==> config.mk <==
export PLATFORM = sky130hd
export DESIGN_NAME = pci_config_space_target
export DESIGN_NICKNAME = d
export VERILOG_FILES = /design/src/hw/rtl/pcicfg_pkg.sv /design/src/hw/rtl/pcicfg_store.sv /design/src/hw/rtl/pci_config_space_target.sv
export SDC_FILE = /design/constraint.sdc
export NUM_CORES = 2
export LEC_CHECK = 0
export BUFFER_PORTS_ARGS = -buffer_cell sky130_fd_sc_hd__buf_2
export CAP_MARGIN = 5
export CORE_ASPECT_RATIO = 1.25
export CORE_MARGIN = 2
export CORE_UTILIZATION = 25
export DETAILED_ROUTE_END_ITERATION = 10
export GPL_TIMING_DRIVEN = 0
export SYNTH_ARGS = -nofsm -noshare
export SYNTH_HDL_FRONTEND = slang
export SYNTH_HIERARCHICAL = 1
export SYNTH_SLANG_ARGS = --single-unit
==> constraint.sdc <==
create_clock -name clock -period 14.7 [get_ports clock]
set_input_delay 2.205 -clock clock [delete_from_list [all_inputs] [get_ports clock]]
set_output_delay 2.205 -clock clock [all_outputs]
set_load 0.1 [all_outputs]
==> src/hw/rtl/pcicfg_pkg.sv <==
// ----------------------------------------------------------------------------
// pcicfg_pkg
// types, codes and constants shared by the pci config space target
// ----------------------------------------------------------------------------
package pcicfg_pkg;

   // transaction codes
   localparam logic [1:0] ACT_READ  = 2'd0;
   localparam logic [1:0] ACT_WRITE = 2'd1;
   localparam logic [1:0] ACT_INIT  = 2'd2;

   // response status codes
   localparam logic [1:0] STAT_OK     = 2'd0;
   localparam logic [1:0] STAT_NODEV  = 2'd1;
   localparam logic [1:0] STAT_BADREG = 2'd2;

   // interrupt modes
   localparam logic [1:0] IRQ_INTX = 2'd0;
   localparam logic [1:0] IRQ_MSI  = 2'd1;
   localparam logic [1:0] IRQ_MSIX = 2'd2;

   // csr register indexes
   localparam int unsigned CSR_INDEX_W = 3;
   localparam logic [CSR_INDEX_W-1:0] CSR_VENDOR   = 3'd0;
   localparam logic [CSR_INDEX_W-1:0] CSR_DEVICE   = 3'd1;
   localparam logic [CSR_INDEX_W-1:0] CSR_BAR_BASE = 3'd2;
   localparam logic [CSR_INDEX_W-1:0] CSR_BAR_LOG2 = 3'd3;
   localparam logic [CSR_INDEX_W-1:0] CSR_IRQ_MODE = 3'd4;
   localparam logic [CSR_INDEX_W-1:0] CSR_IRQ_LINE = 3'd5;

   // csr reset values
   localparam logic [15:0] VENDOR_RESET   = 16'h1A4A;
   localparam logic [15:0] DEVICE_RESET   = 16'h2030;
   localparam logic [63:0] BAR_BASE_RESET = 64'h0;
   localparam logic [4:0]  BAR_LOG2_RESET = 5'd24;
   localparam logic [1:0]  IRQ_MODE_RESET = IRQ_INTX;
   localparam logic [7:0]  IRQ_LINE_RESET = 8'h00;

   // header offsets
   localparam logic [7:0] OFS_VENDOR  = 8'h00;
   localparam logic [7:0] OFS_CMD     = 8'h04;
   localparam logic [7:0] OFS_REV     = 8'h08;
   localparam logic [7:0] OFS_BAR0    = 8'h10;
   localparam logic [7:0] OFS_BAR1    = 8'h14;
   localparam logic [7:0] OFS_SUBVID  = 8'h2C;
   localparam logic [7:0] OFS_CAPPTR  = 8'h34;
   localparam logic [7:0] OFS_IRQLINE = 8'h3C;

   // header contents
   localparam logic [7:0]  REV_ID          = 8'h01;
   localparam logic [7:0]  CLASS_SUB       = 8'h80;
   localparam logic [7:0]  CLASS_BASE      = 8'h02;
   localparam logic [3:0]  BAR_TYPE_64     = 4'h4;
   localparam logic [31:0] BAR_FLAGS       = 32'h0000_0004;
   localparam logic [15:0] STATUS_CAP_LIST = 16'h0010;
   localparam logic [7:0]  MSIX_CAP_ID     = 8'h11;
   localparam logic [7:0]  MSI_CAP_ID      = 8'h05;
   localparam logic [7:0]  INT_PIN_A       = 8'h01;
   localparam logic [31:0] ALL_ONES        = 32'hFFFF_FFFF;

   // parameter defaults
   localparam int unsigned      SPACE_BYTES_DEF   = 256;
   localparam int unsigned      MSIX_CAP_AT_DEF   = 64;
   localparam int unsigned      MSI_CAP_AT_DEF    = 80;
   localparam logic [31:0]      MSIX_TABLE_AT_DEF = 32'h0001_0000;
   localparam logic [31:0]      MSIX_PBA_AT_DEF   = 32'h0001_1000;

   typedef enum logic [2:0] {
      ST_CLEAR,
      ST_IDLE,
      ST_RD_LO,
      ST_RD_HI,
      ST_WR_LO,
      ST_WR_HI,
      ST_INIT
   } state_type;

   typedef struct packed {
      logic [1:0]  action;
      logic [7:0]  function_number;
      logic [7:0]  byte_offset;
      logic [2:0]  access_bytes;
      logic [31:0] write_data;
   } req_type;

   typedef struct packed {
      logic [31:0] read_data;
      logic [1:0]  status;
   } rsp_type;

endpackage

==> src/hw/rtl/pcicfg_store.sv <==
// ----------------------------------------------------------------------------
// pcicfg_store
// word wide config store with byte enables and a registered read port
// ----------------------------------------------------------------------------
module pcicfg_store import pcicfg_pkg::*; #(
   parameter int unsigned WORDS = SPACE_BYTES_DEF / 4,
   parameter int unsigned AW    = $clog2(SPACE_BYTES_DEF / 4)
) (
   input  logic          clock,
   input  logic          we,
   input  logic [AW-1:0] waddr,
   input  logic [3:0]    wbe,
   input  logic [31:0]   wdata,
   input  logic [AW-1:0] raddr,
   output logic [31:0]   rdata
);

   logic [31:0] mem [WORDS];
   logic [31:0] rdata_ff;

   always_ff @(posedge clock) begin
      if (we) begin
         for (int b = 0; b < 4; b++) begin
            if (wbe[b]) begin
               mem[waddr][b*8 +: 8] <= wdata[b*8 +: 8];
            end
         end
      end
   end

   always_ff @(posedge clock) begin
      rdata_ff <= mem[raddr];
   end

   assign rdata = rdata_ff;

endmodule

==> src/hw/rtl/pci_config_space_target.sv <==
// ----------------------------------------------------------------------------
// pci_config_space_target
// pci type-0 configuration space of one function with bar sizing
// ----------------------------------------------------------------------------
// A transaction is taken when start is high and busy is low; its response
// shows on rsp_payload for one cycle under rsp_valid and cannot be held off.
// The space lives in a word store with one write port and a registered
// read port ((SPACE_BYTES+3)/4 words). A read or write inside one word passes
// through a first-word state, one that spans two words through a first-word and
// a second-word state, a rejected transaction is answered without leaving idle,
// and initialize walks every word. After reset a clearing pass over every word
// holds busy high; csr writes are taken at any time.
module pci_config_space_target import pcicfg_pkg::*; #(
   parameter int unsigned SPACE_BYTES   = SPACE_BYTES_DEF,
   parameter int unsigned MSIX_CAP_AT   = MSIX_CAP_AT_DEF,
   parameter int unsigned MSI_CAP_AT    = MSI_CAP_AT_DEF,
   parameter logic [31:0] MSIX_TABLE_AT = MSIX_TABLE_AT_DEF,
   parameter logic [31:0] MSIX_PBA_AT   = MSIX_PBA_AT_DEF
) (
   input  logic                   clock,
   input  logic                   reset,
   input  logic                   start,
   output logic                   busy,
   input  req_type                req_payload,
   output logic                   rsp_valid,
   output rsp_type                rsp_payload,
   input  logic                   csr_valid,
   output logic                   csr_ready,
   input  logic [CSR_INDEX_W-1:0] csr_index,
   input  logic [63:0]            csr_data
);

   localparam int unsigned WORDS = (SPACE_BYTES + 3) / 4;
   localparam int unsigned AW    = $clog2(WORDS);

   // csr registers
   logic [15:0] vendor_ff;
   logic [15:0] device_ff;
   logic [63:0] bar_base_ff;
   logic [4:0]  bar_log2_ff;
   logic [1:0]  intr_sel_ff;
   logic [7:0]  irq_line_ff;

   // control and datapath
   state_type   state_ff, state_in;
   logic [AW-1:0] cnt_ff, cnt_in;
   logic [AW-1:0] word0_ff, word1_ff;
   logic [63:0] wdata64_ff;
   logic [7:0]  be8_ff;
   logic [3:0]  bmask4_ff;
   logic [1:0]  shift_ff;
   logic [31:0] lo_ff;
   logic        rsp_valid_ff, rsp_valid_in;
   rsp_type     rsp_ff, rsp_in;

   // decode of the incoming transaction
   logic        accept;
   logic [12:0] end13;
   logic        width_ok;
   logic [3:0]  bmask4_in;
   logic [1:0]  dec_status;
   logic        dec_go;
   logic [31:0] dec_wdata;
   logic [31:0] bar_mask;
   logic [12:0] off13;

   // store ports
   logic          mem_we;
   logic [AW-1:0] mem_waddr;
   logic [3:0]    mem_wbe;
   logic [31:0]   mem_wdata;
   logic [AW-1:0] mem_raddr;
   logic [31:0]   mem_rdata;

   logic [63:0] rd_pair;
   logic [31:0] rd_mask;
   logic [31:0] rd_val;

   function automatic logic [31:0] init_word(input logic [AW-1:0] widx);
      logic [31:0] w;
      logic [12:0] a0;
      logic [12:0] a;
      logic [12:0] d;
      logic [12:0] cap13;
      logic        has_cap;
      logic        is_msix;
      logic [7:0]  cap_id;
      logic [7:0]  bv;
      begin
         w       = '0;
         a0      = 13'({widx, 2'b00});
         is_msix = (intr_sel_ff == IRQ_MSIX);
         has_cap = is_msix || (intr_sel_ff == IRQ_MSI);
         cap13   = is_msix ? 13'(MSIX_CAP_AT) : 13'(MSI_CAP_AT);
         cap_id  = is_msix ? MSIX_CAP_ID : MSI_CAP_ID;
         if (a0 == 13'(OFS_VENDOR) || a0 == 13'(OFS_SUBVID)) begin
            w = {device_ff, vendor_ff};
         end
         if (a0 == 13'(OFS_CMD) && has_cap) begin
            w = {STATUS_CAP_LIST, 16'h0000};
         end
         if (a0 == 13'(OFS_REV)) begin
            w = {CLASS_BASE, CLASS_SUB, 8'h00, REV_ID};
         end
         if (a0 == 13'(OFS_BAR0)) begin
            w = {bar_base_ff[31:4], BAR_TYPE_64};
         end
         if (a0 == 13'(OFS_BAR1)) begin
            w = bar_base_ff[63:32];
         end
         if (a0 == 13'(OFS_CAPPTR) && has_cap) begin
            w = {24'h000000, 8'(cap13)};
         end
         if (a0 == 13'(OFS_IRQLINE)) begin
            w = {16'h0000, (has_cap ? 8'h00 : INT_PIN_A), irq_line_ff};
         end
         for (int b = 0; b < 4; b++) begin
            a  = a0 + 13'(b);
            d  = a - cap13;
            bv = 8'h00;
            if (has_cap && d == 13'd0) begin
               bv = cap_id;
            end else if (is_msix && d >= 13'd4 && d <= 13'd7) begin
               bv = 8'(MSIX_TABLE_AT >> {d[1:0], 3'b000});
            end else if (is_msix && d >= 13'd8 && d <= 13'd11) begin
               bv = 8'(MSIX_PBA_AT >> {d[1:0], 3'b000});
            end
            w[b*8 +: 8] = w[b*8 +: 8] | bv;
         end
         init_word = w;
      end
   endfunction

   assign accept    = start && !busy;
   assign csr_ready = 1'b1;

   // csr writes
   always_ff @(posedge clock) begin
      if (reset) begin
         vendor_ff   <= VENDOR_RESET;
         device_ff   <= DEVICE_RESET;
         bar_base_ff <= BAR_BASE_RESET;
         bar_log2_ff <= BAR_LOG2_RESET;
         intr_sel_ff <= IRQ_MODE_RESET;
         irq_line_ff <= IRQ_LINE_RESET;
      end else if (csr_valid && csr_ready) begin
         case (csr_index)
            CSR_VENDOR:   vendor_ff   <= csr_data[15:0];
            CSR_DEVICE:   device_ff   <= csr_data[15:0];
            CSR_BAR_BASE: bar_base_ff <= csr_data;
            CSR_BAR_LOG2: bar_log2_ff <= csr_data[4:0];
            CSR_IRQ_MODE: intr_sel_ff <= csr_data[1:0];
            CSR_IRQ_LINE: irq_line_ff <= csr_data[7:0];
            default: begin
            end
         endcase
      end
   end

   // transaction decode
   always_comb begin
      off13    = 13'(req_payload.byte_offset);
      end13    = off13 + 13'(req_payload.access_bytes);
      width_ok = (req_payload.access_bytes == 3'd1) || (req_payload.access_bytes == 3'd2)
              || (req_payload.access_bytes == 3'd4);
      case (req_payload.access_bytes)
         3'd1:    bmask4_in = 4'b0001;
         3'd2:    bmask4_in = 4'b0011;
         3'd4:    bmask4_in = 4'b1111;
         default: bmask4_in = 4'b0000;
      endcase
      if (req_payload.function_number != 8'h00) begin
         dec_status = STAT_NODEV;
      end else if (end13 > 13'(SPACE_BYTES) || !width_ok) begin
         dec_status = STAT_BADREG;
      end else begin
         dec_status = STAT_OK;
      end
      dec_go   = (dec_status == STAT_OK);
      bar_mask = ~((32'd1 << bar_log2_ff) - 32'd1) | BAR_FLAGS;
      if (req_payload.byte_offset == OFS_BAR0 && req_payload.access_bytes == 3'd4
          && req_payload.write_data == ALL_ONES) begin
         dec_wdata = bar_mask;
      end else begin
         dec_wdata = req_payload.write_data;
      end
   end

   // next state
   always_comb begin
      state_in = state_ff;
      case (state_ff)
         ST_CLEAR: begin
            if (cnt_ff == AW'(WORDS - 1)) state_in = ST_IDLE;
         end
         ST_IDLE: begin
            if (accept) begin
               case (req_payload.action)
                  ACT_INIT:  state_in = ST_INIT;
                  ACT_READ:  state_in = dec_go ? ST_RD_LO : ST_IDLE;
                  ACT_WRITE: state_in = dec_go ? ST_WR_LO : ST_IDLE;
                  default:   state_in = ST_IDLE;
               endcase
            end
         end
         ST_RD_LO: state_in = (be8_ff[7:4] != 4'h0) ? ST_RD_HI : ST_IDLE;
         ST_RD_HI: state_in = ST_IDLE;
         ST_WR_LO: state_in = (be8_ff[7:4] != 4'h0) ? ST_WR_HI : ST_IDLE;
         ST_WR_HI: state_in = ST_IDLE;
         ST_INIT: begin
            if (cnt_ff == AW'(WORDS - 1)) state_in = ST_IDLE;
         end
         default: state_in = ST_IDLE;
      endcase
   end

   // read data alignment
   always_comb begin
      rd_pair = (state_ff == ST_RD_HI) ? {mem_rdata, lo_ff} : {32'h0, mem_rdata};
      rd_mask = {{8{bmask4_ff[3]}}, {8{bmask4_ff[2]}}, {8{bmask4_ff[1]}}, {8{bmask4_ff[0]}}};
      rd_val  = 32'(rd_pair >> {shift_ff, 3'b000}) & rd_mask;
   end

   // outputs of the sequencer
   always_comb begin
      mem_we       = 1'b0;
      mem_waddr    = cnt_ff;
      mem_wbe      = 4'hF;
      mem_wdata    = 32'h0;
      mem_raddr    = AW'(off13 >> 2);
      cnt_in       = cnt_ff;
      rsp_valid_in = 1'b0;
      rsp_in       = '{read_data: 32'h0, status: STAT_OK};
      case (state_ff)
         ST_CLEAR: begin
            mem_we = 1'b1;
            cnt_in = cnt_ff + AW'(1);
         end
         ST_IDLE: begin
            cnt_in = '0;
            if (accept) begin
               if (req_payload.action == ACT_READ || req_payload.action == ACT_WRITE) begin
                  rsp_valid_in = !dec_go;
                  rsp_in.status = dec_status;
                  if (req_payload.action == ACT_READ && !dec_go) begin
                     rsp_in.read_data = ALL_ONES;
                  end
               end else if (req_payload.action != ACT_INIT) begin
                  rsp_valid_in = 1'b1;
               end
            end
         end
         ST_RD_LO: begin
            mem_raddr    = word1_ff;
            rsp_valid_in = (be8_ff[7:4] == 4'h0);
            rsp_in.read_data = rd_val;
         end
         ST_RD_HI: begin
            mem_raddr    = word1_ff;
            rsp_valid_in = 1'b1;
            rsp_in.read_data = rd_val;
         end
         ST_WR_LO: begin
            mem_we       = 1'b1;
            mem_waddr    = word0_ff;
            mem_wbe      = be8_ff[3:0];
            mem_wdata    = wdata64_ff[31:0];
            rsp_valid_in = (be8_ff[7:4] == 4'h0);
         end
         ST_WR_HI: begin
            mem_we       = 1'b1;
            mem_waddr    = word1_ff;
            mem_wbe      = be8_ff[7:4];
            mem_wdata    = wdata64_ff[63:32];
            rsp_valid_in = 1'b1;
         end
         ST_INIT: begin
            mem_we       = 1'b1;
            mem_wdata    = init_word(cnt_ff);
            cnt_in       = cnt_ff + AW'(1);
            rsp_valid_in = (cnt_ff == AW'(WORDS - 1));
         end
         default: begin
         end
      endcase
   end

   // control registers
   always_ff @(posedge clock) begin
      if (reset) begin
         state_ff     <= ST_CLEAR;
         cnt_ff       <= '0;
         rsp_valid_ff <= 1'b0;
      end else begin
         state_ff     <= state_in;
         cnt_ff       <= cnt_in;
         rsp_valid_ff <= rsp_valid_in;
      end
   end

   // payload registers
   always_ff @(posedge clock) begin
      rsp_ff <= rsp_in;
      if (state_ff == ST_RD_LO) begin
         lo_ff <= mem_rdata;
      end
      if (accept) begin
         word0_ff   <= AW'(off13 >> 2);
         word1_ff   <= AW'((off13 >> 2) + 13'd1);
         shift_ff   <= req_payload.byte_offset[1:0];
         bmask4_ff  <= bmask4_in;
         be8_ff     <= 8'(bmask4_in) << req_payload.byte_offset[1:0];
         wdata64_ff <= 64'(dec_wdata) << {req_payload.byte_offset[1:0], 3'b000};
      end
   end

   pcicfg_store #(
      .WORDS (WORDS),
      .AW    (AW)
   ) u_store (
      .clock (clock),
      .we    (mem_we),
      .waddr (mem_waddr),
      .wbe   (mem_wbe),
      .wdata (mem_wdata),
      .raddr (mem_raddr),
      .rdata (mem_rdata)
   );

   assign busy        = (state_ff != ST_IDLE);
   assign rsp_valid   = rsp_valid_ff;
   assign rsp_payload = rsp_ff;

   // the second word of a read follows its first word
   a_rd_hi_order: assert property (@(posedge clock) disable iff (reset)
      (state_ff == ST_RD_HI) |-> ($past(state_ff) == ST_RD_LO))
      else $error("second read word without first");

   // the second word of a write only when the byte lanes spill over
   a_wr_hi_span: assert property (@(posedge clock) disable iff (reset)
      (state_ff == ST_WR_HI) |-> ($past(state_ff) == ST_WR_LO && be8_ff[7:4] != 4'h0))
      else $error("second write word without spill");

   // the clearing pass ends without a response
   a_clear_silent: assert property (@(posedge clock) disable iff (reset)
      ($past(state_ff) == ST_CLEAR && state_ff == ST_IDLE) |-> !rsp_valid_ff)
      else $error("response after clearing pass");

endmodule

After elaboration in Yosys (flattened, before gate mapping)
Memory sizes are Yosys's and may differ from the RTL's. A register that Yosys moved wholly into a read port is not among the register bits.
Cells that the tools add are included.
W data, S select, Z words.
{"block": "totals", "ramBits": 2048, "mem_count": 1, "wordCells": 224, "register_bits": 277}
{"block": "op_classes", "n_lt_le_gt_ge": 17, "reduce_logical": 61, "bitwise_logic": 6, "n_eq_ne": 32, "n_addsub": 11, "muxes": 66, "shifts": 12}
{"memory": "u_store.mem", "depth": 64, "word_bits": 32, "rd": 1, "rd_ports_with_merged_regs": 1, "wr": 1, "line_no": "pcicfg_store.sv:18", "source": "logic [31:0] mem [WORDS];"}
{"operator": "$mux W32", "n": 10}
{"operator": "$shr A17 B5 Y8 const A", "n": 8}
{"operator": "$mux W8", "n": 16}
{"operator": "$pmux W32 S3", "n": 1}
{"operator": "$mux W34", "n": 2}
{"operator": "$mux W64", "n": 1}
{"operator": "$pmux W32 S2", "n": 1}
{"operator": "$shl A32 B5 Y64", "n": 1}
{"operator": "$shr A64 B5 Y32", "n": 1}
{"operator": "$ge A13 B3 Y1 const B", "n": 4}
{"operator": "$ge A13 B4 Y1 const B", "n": 4}
{"operator": "$le A13 B3 Y1 const B", "n": 4}
{"operator": "$le A13 B4 Y1 const B", "n": 4}
{"operator": "$logic_not A13 Y1", "n": 4}
{"operator": "$and A32 B32 Y32", "n": 1}
{"operator": "$eq A32 B32 Y1 const B", "n": 1}
{"operator": "$not A32 Y32", "n": 1}
{"operator": "$or A8 B8 Y8", "n": 4}
{"operator": "$shl A1 B5 Y32 const A", "n": 1}
{"operator": "$sub A32 B1 Y32 const B", "n": 1}
{"operator": "$sub A9 B7 Y10", "n": 3}
{"operator": "$logic_and A1 B1 Y1", "n": 26}
{"operator": "$pmux W6 S2", "n": 2}
{"operator": "$add A8 B2 Y9 const B", "n": 2}
{"operator": "other kinds (43)", "n": 102}

Depth between registers and ports, before layout
{"block": "depth", "ltp_word": 14, "ltp_mapped": 15}

By module
The synthesis kept the hierarchy.
{"mod": "pcicfg_store", "n_inst": 1, "area_each_um2": 79771.5, "seq_area_each_um2": 62139.6, "cells_per_inst": 3576}
{"mod": "pci_config_space_target", "n_inst": 1, "area_each_um2": 13669.4, "seq_area_each_um2": 6386.1, "cells_per_inst": 1482}

Least setup slack after synthesis
OpenSTA, ideal clock, no wires.
{"block": "synth_timing", "path_type": "register -> register", "from": "reg cnt_ff[0]", "to": "mem u_store.mem[0][16], data pin", "period_less_slack_ns": 5.249, "setup_ns": 0.720, "arrival_time_ns": 4.529, "slack_ns": 9.451, "path_stages_with_launch": 11, "path_cell_list": "dfxtp_1 clkbuf_1 inv_1 ha_1 inv_1 o31ai_2 and2_1 buf_2 buf_4 a221oi_1 o31ai_1"}
{"block": "synth_via", "elab_chain_cells": 12, "word_cells_on_any_way": 37, "classes_between": "2 x add/sub; 4 x order compare; 7 x eq/ne; 13 x mux; 1 x bitwise; 10 x reduce/logical"}
{"element": "start: declaration", "line_no": "pci_config_space_target.sv:46", "source": "logic [AW-1:0] cnt_ff, cnt_in;"}
{"element": "start signal: assignment", "line_no": "pci_config_space_target.sv:296", "source": "cnt_ff <= cnt_in;"}
{"element": "parallel branches: the longest is 10 deep, another holds $ge A13 B4 Y1"}
{"element": "$or A8 B8 Y8 *", "line_no": "pci_config_space_target.sv:128", "source": "w[b*8 +: 8] = w[b*8 +: 8] | bv;"}
{"element": "$pmux W32 S3 *", "line_no": "pci_config_space_target.sv:234", "source": "case (state_ff)"}
{"element": "named net mem_wdata[16]", "line_no": "pci_config_space_target.sv:71", "source": "logic [31:0] mem_wdata;"}
{"element": "end: declaration", "line_no": "pcicfg_store.sv:18"}
Mark *: on every way through the listed nets, which the timed path passes. The select of a mux whose other input is x is not followed.

Final worst setup path
{"block": "layout_timing", "from": "reg state_ff[1]", "to": "reg u_store.rdata_ff[1] (netlist: u_store/rdata[1]) (read register of u_store.mem)"}
{"block": "layout_via", "elab_chain_cells": 3, "word_cells_on_any_way": 4, "classes_between": "2 x eq/ne; 1 x mux; 1 x reduce/logical"}
{"element": "start: declaration", "line_no": "pci_config_space_target.sv:45", "source": "state_type state_ff, state_in;"}
{"element": "start signal: assignment", "line_no": "pci_config_space_target.sv:295", "source": "state_ff <= state_in;"}
{"element": "$eq A3 B2 Y1", "line_no": "pci_config_space_target.sv:234"}
{"element": "$reduce_or A2 Y1 (no line) *"}
{"element": "$mux W6 *", "line_no": "pci_config_space_target.sv:234"}
{"element": "named net mem_raddr[2]", "line_no": "pci_config_space_target.sv:72", "source": "logic [AW-1:0] mem_raddr;"}
{"element": "end: declaration", "line_no": "pcicfg_store.sv:19", "source": "logic [31:0] rdata_ff;"}
The timed path passes the listed nets; every way through them passes the cells marked *.
A chain may end at the register's enable or synchronous reset.

==> impl_metrics.env <==
export IMPL_skew_ns=0.0602
export IMPL_pwr_share_comb=0.053
export IMPL_ctsHoldBuffers=0
export IMPL_start_util=0.250
export IMPL_r2r_start="state_ff[1]"
export IMPL_setup_violations=0
export IMPL_startpoint="state_ff[1]"
export IMPL_first_global_vias=53000
export IMPL_register_area_sq_um=68500
export IMPL_maxSlewViolCount=28
export IMPL_dieArea_sq_um=379000
export IMPL_vias=55100
export IMPL_syn_nets=5195
export IMPL_finalCriticalPeriod_ns=7.23
export IMPL_grt_usage=0.172
export IMPL_rows=251
export IMPL_wl_per_cell_um=31.5
export IMPL_violations="max-capacitance violations, max-slew violations"
export IMPL_seqPwrFrac=0.540
export IMPL_cts_sinks=2343
export IMPL_synth_edf_count=2160
export IMPL_vdd_ir_drop_max_uv=119
export IMPL_critPathMaxFanout=10
export IMPL_synth_distinct_cells=91
export IMPL_total_leakage_power_nw=37.9
export IMPL_hpwl_mm=244
export IMPL_numPortBuffers=158
export IMPL_fin_tns_setup_ns=0
export IMPL_synth_area_per_cell_sq_um=18.5
export IMPL_ctsResizeCount=0
export IMPL_finalCritPeriodShare=0.492
export IMPL_final_hold_viol_count=0
export IMPL_nets=5654
export IMPL_slew_headroom=-0.00653
export IMPL_end_kind="flop"
export IMPL_grt_antenna_before_repair=46
export IMPL_clockRootBuffer="clkbuf_16"
export IMPL_cap_violations=5
export IMPL_multi_input_area_sq_um=23700
export IMPL_cts_max_level=4
export IMPL_drive_above_1_share=0.236
export IMPL_worst_setup_path_start_kind="flop"
export IMPL_via_per_inst=5.18
export IMPL_clockBufferDepth=4
export IMPL_post_cts_buffers=0
export IMPL_status="complete, but fails checks"
export IMPL_synthArstFlopShare=0
export IMPL_cts_buffers=214
export IMPL_wl_mm=335
export IMPL_syn_inst=5058
export IMPL_ys_seq_elements=2343
export IMPL_post_route_util=0.293
export IMPL_gp_congestion=0.956
export IMPL_clk_pin_slew_ns=0.07
export IMPL_worst_ep_arrival_time_ns=7.83
export IMPL_power_density_nw_per_um2=123
export IMPL_grt_max_degree=77
export IMPL_critPathKind="reg -> reg"
export IMPL_final_cell_mix="edfxtp_1 (2160), mux4_2 (551), nand2_1 (371)"
export IMPL_rsz0062_at_grt="false"
export IMPL_drt_pass1_iter_count=7
export IMPL_drc_errors=0
export IMPL_area_growth_pct=17.0
export IMPL_hp_start="u_store/rdata[24]"
export IMPL_swShare=0.220
export IMPL_worst_ep_required_time_ns=15.31
export IMPL_seq_area_frac_synth=0.733
export IMPL_hold_path_class="reg -> reg"
export IMPL_max_freq_mhz=138
export IMPL_layout_commonest_cell="edfxtp_1"
export IMPL_synth_top_area_cell="edfxtp_1"
export IMPL_cts_tree="yes"
export IMPL_whs_ns=0.438
export IMPL_synth_cell_area_sq_um=93400
export IMPL_worst_pin_slew_ns=1.50
export IMPL_clockPowerShare=0.408
export IMPL_overflow=0
export IMPL_yosys_most_used_dff="edfxtp_1"
export IMPL_synth_top_area_frac=0.694
export IMPL_fillCellCount=36600
export IMPL_drtIter0Drc=8187
export IMPL_synth_area_leaders="edfxtp_1 (69%), mux4_2 (13%), dfxtp_1 (3.9%)"
export IMPL_insertion_delay_ns=0.89
export IMPL_die_h_um=688
export IMPL_core_area_sq_um=373000
export IMPL_antenna_left=0
export IMPL_yosysWarnings=6
export IMPL_io_pins=161
export IMPL_grt_pass1_wl_mm=448
export IMPL_die_w_um=551
export IMPL_power_w=0.0134
export IMPL_p_int_w=0.0105
export IMPL_p_sw_w=0.00296
[per-layer routing]
metal	vias to the layer above	routed length (um)	GRT usage
met1	29000	113000	0.197
met4	28	29000	0.121
li1	21400	-	-
met2	3753	161000	0.285
met3	990	32200	0.0353
met5	-	200	0
[layout make-up]
type                       count  share of cell area
clock inverter               119             0.00950
tap                         4933              0.0565
buffer                       330              0.0149
sequential                  2343               0.627
timing repair buffer         243              0.0221
inverter                      25            0.000881
antenna                       22            0.000504
clock buffer                 261              0.0521
multi-input combinational   2360               0.217
[sequential cells by signal, indices dropped and copies added, names as in the netlist, 6 cells and up]
register / count
cnt_ff: 6
rsp_payload: 34
u_store/rdata: 32
wdata64_ff: 56
irq_line_ff: 8
bar_base_ff: 60
u_store/mem: 2048
device_ff: 16
word0_ff: 6
lo_ff: 32
word1_ff: 6
vendor_ff: 16
be8_ff: 7
[critical path, cell delays in order (launching register included)]
cell	delay, ns
dfxtp_1	0.33
clkbuf_1	0.35
nor2b_1	0.55
clkbuf_1	0.67
mux2_2	0.29
buf_2	0.40
buf_2	0.69
clkbuf_2	0.83
mux4_2	0.36
o22ai_1	0.14
nor3_1	0.60
a21oi_1	0.36
nor3_1	1.30
[through the flow]
| step | worst slack, ns | cells | instance area [sq um] |
|---|---|---|---|
| after floorplan | 9.45 | 5058 | 93400 |
| after global placement | 3.19 | 10100 | 100000 |
| after detailed placement | 7.42 | 10200 | 102000 |
| after CTS | 7.89 | 10600 | 109000 |
| after global routing | 7.80 | 10600 | 109000 |
| final | 7.47 | 10600 | 109000 |
[power by group through the flow]
| stage | sequential (W) | clock, W | combinational (W) |
|---|---|---|---|
| 3_5_place_dp | 0.00740 | 0 | 0.000683 |
| 4_1_cts | 0.00725 | 0.00553 | 0.000684 |
| 5_1_grt | 0.00725 | 0.00576 | 0.000708 |
| 6_report | 0.00725 | 0.00548 | 0.000709 |
| 3_3_place_gp | 0.00739 | 0 | 0.000668 |
| 2_1_floorplan | 0.00739 | 0 | 0.000342 |
[Yosys cell counts, types with 12 or more instances]
master	count
a222oi_1	23
mux4_2	551
nor2b_1	22
buf_6	16
nand3_1	48
nor2_1	344
and3_1	13
o221ai_1	23
and2_1	19
o21ai_0	96
nand2b_1	19
buf_1	27
edfxtp_1	2160
inv_1	22
clkbuf_1	169
o211ai_1	33
mux2_2	35
a21oi_1	169
nor3_1	41
ha_1	12
dfxtp_1	183
a22oi_1	63
nand2_1	371
mux2i_1	204
a31oi_1	15
buf_2	80
buf_4	36
a221oi_1	19
o22ai_1	73
[path summary, 6_finish.rpt]
path	end	cells past startpoint	slack (ns)
worst max-delay path	u_store/rdata[1]	12	7.47
worst min-delay path	lo_ff[24]	0	0.44
worst max register to register	u_store/rdata[1]	12	7.47
worst min register to register	lo_ff[24]	0	0.44
[kinds of logic after synthesis]
| family | count (synthesis) | share of synthesized area |
|---|---|---|
| AND/OR/NAND/NOR | 946 | 0.0443 |
| AO/OA/AOI/OAI | 600 | 0.0423 |
| flip-flops | 2343 | 0.733 |
| adder cells (fa/ha/maj) | 13 | 0.00182 |
| other | 1 | 0.0000401 |
| XOR/XNOR | 9 | 0.000844 |
| multiplexers | 791 | 0.159 |
| buffers and inverters | 355 | 0.0183 |
No activity file was read; power rests on OpenSTA's default activity.
